File: config.mk
export PLATFORM = sky130hd
export DESIGN_NAME = tccw_ctrl
export DESIGN_NICKNAME = d
export VERILOG_FILES = /design/src/rtl/text_console_char_writer_macros.svh /design/src/rtl/tccw_pkg.sv /design/src/rtl/tccw_ctrl.sv
export SDC_FILE = /design/constraint.sdc
export NUM_CORES = 1
export LEC_CHECK = 0
export BUFFER_PORTS_ARGS = -buffer_cell sky130_fd_sc_hd__buf_2
export CAP_MARGIN = 20
export CORE_MARGIN = 4
export CORE_UTILIZATION = 49
export DETAILED_ROUTE_END_ITERATION = 12
export HOLD_SLACK_MARGIN = 0.15
export PLACE_DENSITY = 0.81
export SLEW_MARGIN = 25
export SYNTH_ARGS = -nofsm -noshare
export SYNTH_HDL_FRONTEND = slang
export SYNTH_SLANG_ARGS = --single-unit
File: constraint.sdc
create_clock -name clk -period 2.05 [get_ports clk]
set_input_delay 0.41 -clock clk [delete_from_list [all_inputs] [get_ports clk]]
set_output_delay 0.41 -clock clk [all_outputs]
set_load 0.01 [all_outputs]
File: src/rtl/text_console_char_writer_macros.svh
// Assertion macros for the text console character writer.
`ifndef TEXT_CONSOLE_CHAR_WRITER_MACROS_SVH
`define TEXT_CONSOLE_CHAR_WRITER_MACROS_SVH
`ifndef ASSERT_OFF
`define TCCW_ASSERT(lbl, clk, rst_n, prop) \
	lbl: assert property (@(posedge clk) disable iff (!rst_n) prop) \
	else $error("console writer assertion failed");
`define TCCW_ASSERT_NEXT(lbl, clk, rst_n, a, b) \
	lbl: assert property (@(posedge clk) disable iff (!rst_n) (a) |=> (b)) \
	else $error("console writer assertion failed");
`else
`define TCCW_ASSERT(lbl, clk, rst_n, prop)
`define TCCW_ASSERT_NEXT(lbl, clk, rst_n, a, b)
`endif
`endif

File: src/rtl/tccw_pkg.sv
`default_nettype none
package tccw_pkg;

	localparam int DATA_W      = 8;
	localparam int ADDR_W      = 11;
	localparam int CELL_W      = 16;
	localparam int COLUMNS_DEF = 80;
	localparam int ROWS_DEF    = 25;

	localparam logic [DATA_W-1:0] CH_BS    = 8'd8;
	localparam logic [DATA_W-1:0] CH_TAB   = 8'd9;
	localparam logic [DATA_W-1:0] CH_LF    = 8'd10;
	localparam logic [DATA_W-1:0] CH_CR    = 8'd13;
	localparam logic [DATA_W-1:0] CH_ESC   = 8'd27;
	localparam logic [DATA_W-1:0] CH_BEL   = 8'd7;
	localparam logic [DATA_W-1:0] CH_SPACE = 8'h20;

	typedef enum logic [2:0] {
		CC_PRINT,
		CC_BS,
		CC_TAB,
		CC_LF,
		CC_CR,
		CC_ESC,
		CC_BEL
	} char_class_t;

	typedef enum logic [2:0] {
		CUR_NONE,
		CUR_ADV,
		CUR_BACK,
		CUR_LF,
		CUR_CR,
		CUR_HOME,
		CUR_SCROLL
	} cur_op_t;

	typedef enum logic [1:0] {
		SW_NONE,
		SW_FILL_ALL,
		SW_FILL_ROW,
		SW_COPY
	} sweep_op_t;

	typedef enum logic [3:0] {
		ST_INIT,
		ST_IDLE,
		ST_EXEC,
		ST_RDWAIT,
		ST_PUT,
		ST_SCROLL_COPY,
		ST_SCROLL_ROW,
		ST_CLEAR,
		ST_FINISH
	} ctl_state_t;

	typedef struct packed {
		logic      load_item;
		cur_op_t   cur_op;
		logic      wr_char;
		logic      wr_space;
		logic      wr_blank_back;
		logic      rd_cell;
		logic      cap_read;
		sweep_op_t sweep;
		logic      out_load;
	} ctl_cmd_t;

	typedef struct packed {
		logic        op_read;
		char_class_t cclass;
		logic        addr_ok;
		logic        at_last_cell;
		logic        on_last_row;
		logic        sweep_busy;
		logic        out_free;
	} dp_sts_t;

	function automatic char_class_t char_class(input logic [DATA_W-1:0] c);
		char_class_t r;
		case (c)
			CH_BS:   r = CC_BS;
			CH_TAB:  r = CC_TAB;
			CH_LF:   r = CC_LF;
			CH_CR:   r = CC_CR;
			CH_ESC:  r = CC_ESC;
			CH_BEL:  r = CC_BEL;
			default: r = CC_PRINT;
		endcase
		return r;
	endfunction

endpackage
`default_nettype wire

File: src/rtl/tccw_ctrl.sv
`default_nettype none
module tccw_ctrl import tccw_pkg::*; (
	input  wire logic     clk,
	input  wire logic     arst_n,
	input  wire logic     req_valid,
	output logic          req_ready,
	input  wire dp_sts_t  sts,
	output ctl_cmd_t      cmd
);

	ctl_state_t state_q, state_d;
	logic [2:0] tab_left_q, tab_left_d;

	always_ff @(posedge clk or negedge arst_n) begin
		if (!arst_n) begin
			state_q    <= ST_INIT;
			tab_left_q <= '0;
		end else begin
			state_q    <= state_d;
			tab_left_q <= tab_left_d;
		end
	end

	always_comb begin
		state_d    = state_q;
		tab_left_d = tab_left_q;
		case (state_q)
			ST_INIT: begin
				if (!sts.sweep_busy) state_d = ST_IDLE;
			end
			ST_IDLE: begin
				if (req_valid) state_d = ST_EXEC;
			end
			ST_EXEC: begin
				tab_left_d = 3'd0;
				if (sts.op_read) begin
					state_d = sts.addr_ok ? ST_RDWAIT : ST_FINISH;
				end else begin
					case (sts.cclass)
						CC_TAB: begin
							tab_left_d = 3'd4;
							state_d    = ST_PUT;
						end
						CC_PRINT: begin
							tab_left_d = 3'd1;
							state_d    = ST_PUT;
						end
						CC_LF:   state_d = sts.on_last_row ? ST_SCROLL_COPY : ST_FINISH;
						CC_ESC:  state_d = ST_CLEAR;
						default: state_d = ST_FINISH;
					endcase
				end
			end
			ST_RDWAIT: state_d = ST_FINISH;
			ST_PUT: begin
				tab_left_d = tab_left_q - 3'd1;
				if (sts.at_last_cell) state_d = ST_SCROLL_COPY;
				else if (tab_left_q == 3'd1) state_d = ST_FINISH;
			end
			ST_SCROLL_COPY: begin
				if (!sts.sweep_busy) state_d = ST_SCROLL_ROW;
			end
			ST_SCROLL_ROW: begin
				if (!sts.sweep_busy) state_d = (tab_left_q == 3'd0) ? ST_FINISH : ST_PUT;
			end
			ST_CLEAR: begin
				if (!sts.sweep_busy) state_d = ST_FINISH;
			end
			ST_FINISH: begin
				if (sts.out_free) state_d = ST_IDLE;
			end
			default: state_d = ST_INIT;
		endcase
	end

	always_comb begin
		cmd       = '0;
		req_ready = (state_q == ST_IDLE);
		case (state_q)
			ST_IDLE: cmd.load_item = req_valid;
			ST_EXEC: begin
				if (sts.op_read) begin
					cmd.rd_cell = sts.addr_ok;
				end else begin
					case (sts.cclass)
						CC_BS: begin
							cmd.cur_op        = CUR_BACK;
							cmd.wr_blank_back = 1'b1;
						end
						CC_LF: begin
							if (sts.on_last_row) begin
								cmd.cur_op = CUR_SCROLL;
								cmd.sweep  = SW_COPY;
							end else begin
								cmd.cur_op = CUR_LF;
							end
						end
						CC_CR: cmd.cur_op = CUR_CR;
						CC_ESC: begin
							cmd.cur_op = CUR_HOME;
							cmd.sweep  = SW_FILL_ALL;
						end
						default: cmd.cur_op = CUR_NONE;
					endcase
				end
			end
			ST_RDWAIT: cmd.cap_read = 1'b1;
			ST_PUT: begin
				cmd.wr_char  = 1'b1;
				cmd.wr_space = (sts.cclass == CC_TAB);
				if (sts.at_last_cell) begin
					cmd.cur_op = CUR_SCROLL;
					cmd.sweep  = SW_COPY;
				end else begin
					cmd.cur_op = CUR_ADV;
				end
			end
			ST_SCROLL_COPY: begin
				if (!sts.sweep_busy) cmd.sweep = SW_FILL_ROW;
			end
			ST_FINISH: cmd.out_load = sts.out_free;
			default: cmd = '0;
		endcase
	end

endmodule
`default_nettype wire

Word-level counts from Yosys, hierarchy flattened. Index checks and enable logic that the tools add are counted.

Bits of input ports: 12. Output and inout port bits: 13. Register bits after elaboration: 7. Logic and storage cells: 66.

Reductions and logical operators: 6. Multiplexer cells: 36. Equal/unequal tests: 21. Add/sub/neg operators: 1.

Operator list (count): 4-bit two-way mux (12); 4-bit one-hot mux with 9 select lines (1); 3-bit one-hot mux with 2 select lines (3); 4-bit by 3-bit == test with 1-bit output, second input constant (4); 2-bit two-way mux (6); 3-bit two-way mux (4); 2-bit inequality test, second input constant (6); 3-bit one-hot mux with 4 select lines (1); 4-bit one-hot mux with 3 select lines (1); 4-bit by 2-bit == test with 1-bit output, second input constant (2); 7-bit AND reduction (1); 3-bit by 1-bit == test with 1-bit output, second input constant (2); 3-bit by 2-bit == test with 1-bit output, second input constant (2); 3-bit == test, second input constant (2); 3-bit zero test (2); 1-bit two-way mux (6); 2-bit one-hot mux with 3 select lines (1); 4-bit by 1-bit == test with 1-bit output, second input constant (1); 4-bit == test, second input constant (1); 4-bit zero test (1); 2-bit one-hot mux with 2 select lines (1); 3-bit inequality test, second input constant (1); 3-bit by 1-bit subtractor with 3-bit output, second input constant (1); 2-bit nonzero test (1); 2-bit OR reduction (1).

Depth between registers and ports, before layout.
Word-level depth: 5. Depth in mapped cells: 7. Mapped depth without buffers: 6.

Worst setup path after synthesis. No wires, ideal clock.

Path kind: register to output. Start: reg state_q[3]. End: out cmd[5] in the netlist's numbering. Slack: 0.058 ns. Cell stages (with the launch flop): 6. Data required time: 1.640 ns. Path buffers: 1. Arrival time: 1.582 ns. Cells stage by stage: dfrtp_1 -> or4b_1 -> buf_2 -> nor2_1 -> nand2_1 -> nor3_1.

RTL lines: start: declaration (line tccw_ctrl.sv:11) `ctl_state_t state_q, state_d;`; start signal: assignment (line tccw_ctrl.sv:19) `state_q <= state_d;`; end: declaration (line tccw_ctrl.sv:8) `output ctl_cmd_t cmd`.

==> impl_metrics.prom <==
# TYPE chip_impl_metric gauge
chip_impl_metric{name="die_y",unit="um"} 47.0
chip_impl_metric{name="antenna_violating_nets_remaining",unit=""} 0
chip_impl_metric{name="route.met3.wl",unit="um"} 201
chip_impl_info{name="min_path_type",value="in -> async"} 1
chip_impl_info{name="post-synth-top-area-cell",value="dfrtp_1"} 1
chip_impl_info{name="rsz0062_at_grt",value="true"} 1
chip_impl_metric{name="maxSlewHeadroom",unit="%"} 74.8
chip_impl_metric{name="post-route-worst-setup-slack",unit="ns"} -0.130
chip_impl_metric{name="die-width",unit="um"} 47.0
chip_impl_metric{name="clock_tree.buffer_depth",unit=""} 2
chip_impl_metric{name="grt_max_degree",unit=""} 14
chip_impl_metric{name="synth_edf_count",unit=""} 0
chip_impl_metric{name="post-dp-hpwl",unit="mm"} 1.62
chip_impl_metric{name="worst_slew_pin_slew",unit="ns"} 0.377
chip_impl_info{name="crit-reg2reg-launch",value="state_q[2]"} 1
chip_impl_metric{name="netlist_area",unit="um2"} 744
chip_impl_metric{name="synthesis.area_per_instance",unit="um2"} 7.37
chip_impl_info{name="cts_tree",value="built"} 1
chip_impl_metric{name="fmax",unit="MHz"} 459
chip_impl_metric{name="initialDrtViolationCount",unit=""} 53
chip_impl_metric{name="detailroute.via_count",unit=""} 980
chip_impl_metric{name="antennaDiodeCount",unit=""} 0
chip_impl_metric{name="place_worst_setup_slack",unit="ns"} 0.0770
chip_impl_metric{name="route.detailed.vias_per_inst",unit=""} 6.36
chip_impl_info{name="netlist_top_cells_area",value="dfrtp_1 (24%), nor2b_1 (5.9%), ha_1 (5.0%), nor2_1 (4.5%), nor3_1 (4.0%)"} 1
chip_impl_metric{name="die-area",unit="um2"} 2210
chip_impl_metric{name="synth.ff_latch_count",unit=""} 7
chip_impl_info{name="crit_end",value="cmd[9]"} 1
chip_impl_metric{name="ir_worst_vdd",unit="uV"} 740
chip_impl_metric{name="port_buffers",unit=""} 24
chip_impl_metric{name="gr-total-overflow",unit=""} 0
chip_impl_metric{name="yosysSeqAreaShare",unit="%"} 23.5
chip_impl_metric{name="detail_route.drc_violations",unit=""} 0
chip_impl_metric{name="cts_htree_levels",unit=""} 1
chip_impl_metric{name="totalWireLength",unit="mm"} 2.62
chip_impl_metric{name="antenna_found_initial",unit=""} 0
chip_impl_metric{name="drt_pre_antenna_iters",unit=""} 4
chip_impl_metric{name="yosys.area_share.adder",unit="%"} 5.04
chip_impl_metric{name="worst-endpoint-arrival",unit="ns"} 1.77
chip_impl_metric{name="nets",unit=""} 155
chip_impl_metric{name="cts_sinks",unit=""} 7
chip_impl_metric{name="area_growth_syn_to_layout",unit="%"} 45.0
chip_impl_metric{name="grt_pass1_vias",unit=""} 890
chip_impl_metric{name="synth_simple_gate_area_share",unit="%"} 33.4
chip_impl_metric{name="worst-r2r-cell-count",unit=""} 5
chip_impl_info{name="outcome",value="finished, violations left"} 1
chip_impl_metric{name="timing.final.crit_period",unit="ns"} 2.18
chip_impl_metric{name="max_capacitance_violation_count",unit=""} 0
chip_impl_metric{name="clock_insertion_delay_worst_skew",unit="ns"} 0.26
chip_impl_metric{name="initial_core_util",unit="%"} 54.5
chip_impl_metric{name="timing.final.hold_violations",unit=""} 0
chip_impl_info{name="largest_family_of_logic_cells_by_synthesized_area",value="simple AND/OR/NAND/NOR gates"} 1
chip_impl_metric{name="critical_path.max_fanout",unit=""} 5
chip_impl_metric{name="met2_length",unit="mm"} 1.23
chip_impl_info{name="startpoint_types",value="flip-flop"} 1
chip_impl_metric{name="drive_above_1_share",unit="%"} 38.8
chip_impl_info{name="critical_path_class",value="reg -> out"} 1
chip_impl_metric{name="p_leak",unit="nW"} 0.528
chip_impl_metric{name="pin_count",unit=""} 25
chip_impl_metric{name="finalWeightedCongestion",unit=""} 0.831
chip_impl_metric{name="rrSetupSlack",unit="ns"} -0.05
chip_impl_metric{name="crit_required",unit="ns"} 1.64
chip_impl_metric{name="detail_route.wirelength.met1",unit="um"} 976
chip_impl_info{name="violations",value="negative setup slack"} 1
chip_impl_metric{name="timing.clock.skew",unit="ns"} 0.00340
chip_impl_info{name="worstSetupEndpointType",value="primary output"} 1
chip_impl_metric{name="grt.total_usage",unit="%"} 25.5
chip_impl_metric{name="syn_inst",unit=""} 101
chip_impl_metric{name="mappedNetlistNets",unit=""} 116
chip_impl_metric{name="power_per_cell_area",unit="nW/um2"} 1220
chip_impl_info{name="setup.worst_path.start",value="state_q[2]"} 1
chip_impl_metric{name="hold_ws",unit="ns"} 0.507
chip_impl_metric{name="synth-async-reset-ratio",unit="%"} 100
chip_impl_metric{name="cts.reportedPaths.clkPinSlew",unit="ns"} 0.06
chip_impl_info{name="dr.max_layer_used",value="met4"} 1
chip_impl_metric{name="synth_xor_xnor_area_share",unit="%"} 1.18
chip_impl_metric{name="slew_violations",unit=""} 0
chip_impl_info{name="root_buffer",value="clkbuf_4"} 1
chip_impl_metric{name="synth.mux.area_fraction",unit="%"} 2.86
chip_impl_metric{name="coreArea",unit="um2"} 1370
chip_impl_info{name="r2r_end",value="tab_left_q[2]"} 1
chip_impl_metric{name="fp-row-count",unit=""} 13
chip_impl_metric{name="grt_first_pass_wirelength",unit="mm"} 3.95
chip_impl_metric{name="timing.final.crit_share",unit="%"} 106
chip_impl_metric{name="cts_buffer_count",unit=""} 3
chip_impl_metric{name="synth-compound-area-share",unit="%"} 27.7
chip_impl_metric{name="synthDominantCellAreaShare",unit="%"} 23.5
chip_impl_metric{name="fillCellCount",unit=""} 94
chip_impl_metric{name="setup_viol",unit=""} 8
chip_impl_info{name="synth_ff_type",value="dfrtp_1"} 1
chip_impl_metric{name="count_of_cell_types_in_the_netlist",unit=""} 39
chip_impl_metric{name="avgRoutedWirePerCell",unit="um"} 17.0
chip_impl_metric{name="yosysWarnings",unit=""} 0
==> state kept, by name (all words and copies together) (netlist names) <==
register	flops
state_q	4
tab_left_q	3
==> power by group <==
group / switching (W) / internal [W] / total (W)
clock: 0.0000603 / 0.0000749 / 0.000135
combinational: 0.000502 / 0.000435 / 0.000937
sequential: 0.0000497 / 0.000199 / 0.000248
==> how the worst min path moves through the flow <==
stage                     depth (start not counted)  slack [ns]         end
after detailed placement                          1        0.25  state_q[1]
after global routing                              2        0.54  state_q[1]
after global placement                            1        0.25  state_q[1]
final                                             2        0.51  state_q[1]
after CTS                                         2        0.51  state_q[1]
after floorplan                                   0        0.11  state_q[0]
==> Yosys cell counts (all sizes together) (2+ instances only) <==
cell type / number
nand2b: 2
o211ai: 2
nor2: 9
o21ai: 10
a21oi: 5
a21boi: 2
ha: 3
nor2b: 7
nand2: 8
clkbuf: 4
inv: 7
a211oi: 2
or3b: 2
nor3: 6
dfrtp: 7
nor3b: 3
==> metal layers <==
layer | vias up | global-route usage, %
met2 | 70 | 43.9
met4 | 0 | 16.6
li1 | 445 | -
met5 | - | 0
met3 | 22 | 3.07
met1 | 443 | 29.5
==> logic make-up (layout without fill, tap and decap cells) <==
kind of cell,after synthesis,count (layout)
flops,7,7
fa+ha+maj,3,3
mux,2,2
compound gates,31,31
simple gates,45,45
xor+xnor,1,1
buf+inv,12,50
==> cell type report <==
cell class,instances,area (um2),area share (%)
Clock buffer,4,26.3,2.43
Inverter,7,26.3,2.43
Multi-Input combinational cell,82,582,53.9
Sequential cell,7,175,16.2
Tap cell,15,18.8,1.74
Timing Repair Buffer,39,251,23.3
==> stage by stage <==
step                      TNS (ns)  cells  area (um2)  total power, W  util, %
after floorplan                  0    101         744        0.000747        -
after global placement           0    142         928        0.000998     67.9
after detailed placement         0    142         928         0.00103     67.9
after CTS                   -0.429    154        1050         0.00124     76.8
after global routing         -1.20    154        1080         0.00141     79.0
final                       -0.693    154        1080         0.00132     79.0
==> cell usage in the layout (no fill, tap or decap), types with 2 or more instances in the layout <==
cell | Yosys | routed
buf_2 | 1 | 24
buf_4 | 0 | 12
inv_1 | 7 | 7
nor2_1 | 9 | 7
nor2b_1 | 7 | 7
nand2_1 | 8 | 7
dfrtp_1 | 7 | 7
o21ai_0 | 6 | 6
a21oi_1 | 5 | 5
nor3_1 | 6 | 4
o21ai_1 | 4 | 3
nor3b_1 | 3 | 3
ha_1 | 3 | 3
clkbuf_4 | 0 | 3
nand2b_1 | 2 | 2
nor3_2 | 0 | 2
a21boi_0 | 2 | 2
a211oi_1 | 2 | 2
o211ai_1 | 2 | 2
==> critical path, stage by stage (launching register included) <==
cell and delay [ns]:
dfrtp_1 0.38, or4b_4 0.59, nor2_4 0.16, nand2_4 0.08
o21ai_1 0.14, buf_2 0.15
==> timing repair <==
| item | 4_1_cts | 5_1_grt |
|---|---|---|
| resized for setup | 9 | 7 |
| pin swaps | 6 | 5 |
| endpoints found under the setup margin | 7 | 11 |
| setup buffers | 7 | 0 |
| cloned | 0 | 0 |
| endpoints found under the hold margin | 7 | 0 |
| hold buffers | 1 | 0 |
(Power assumes the default switching activity.)
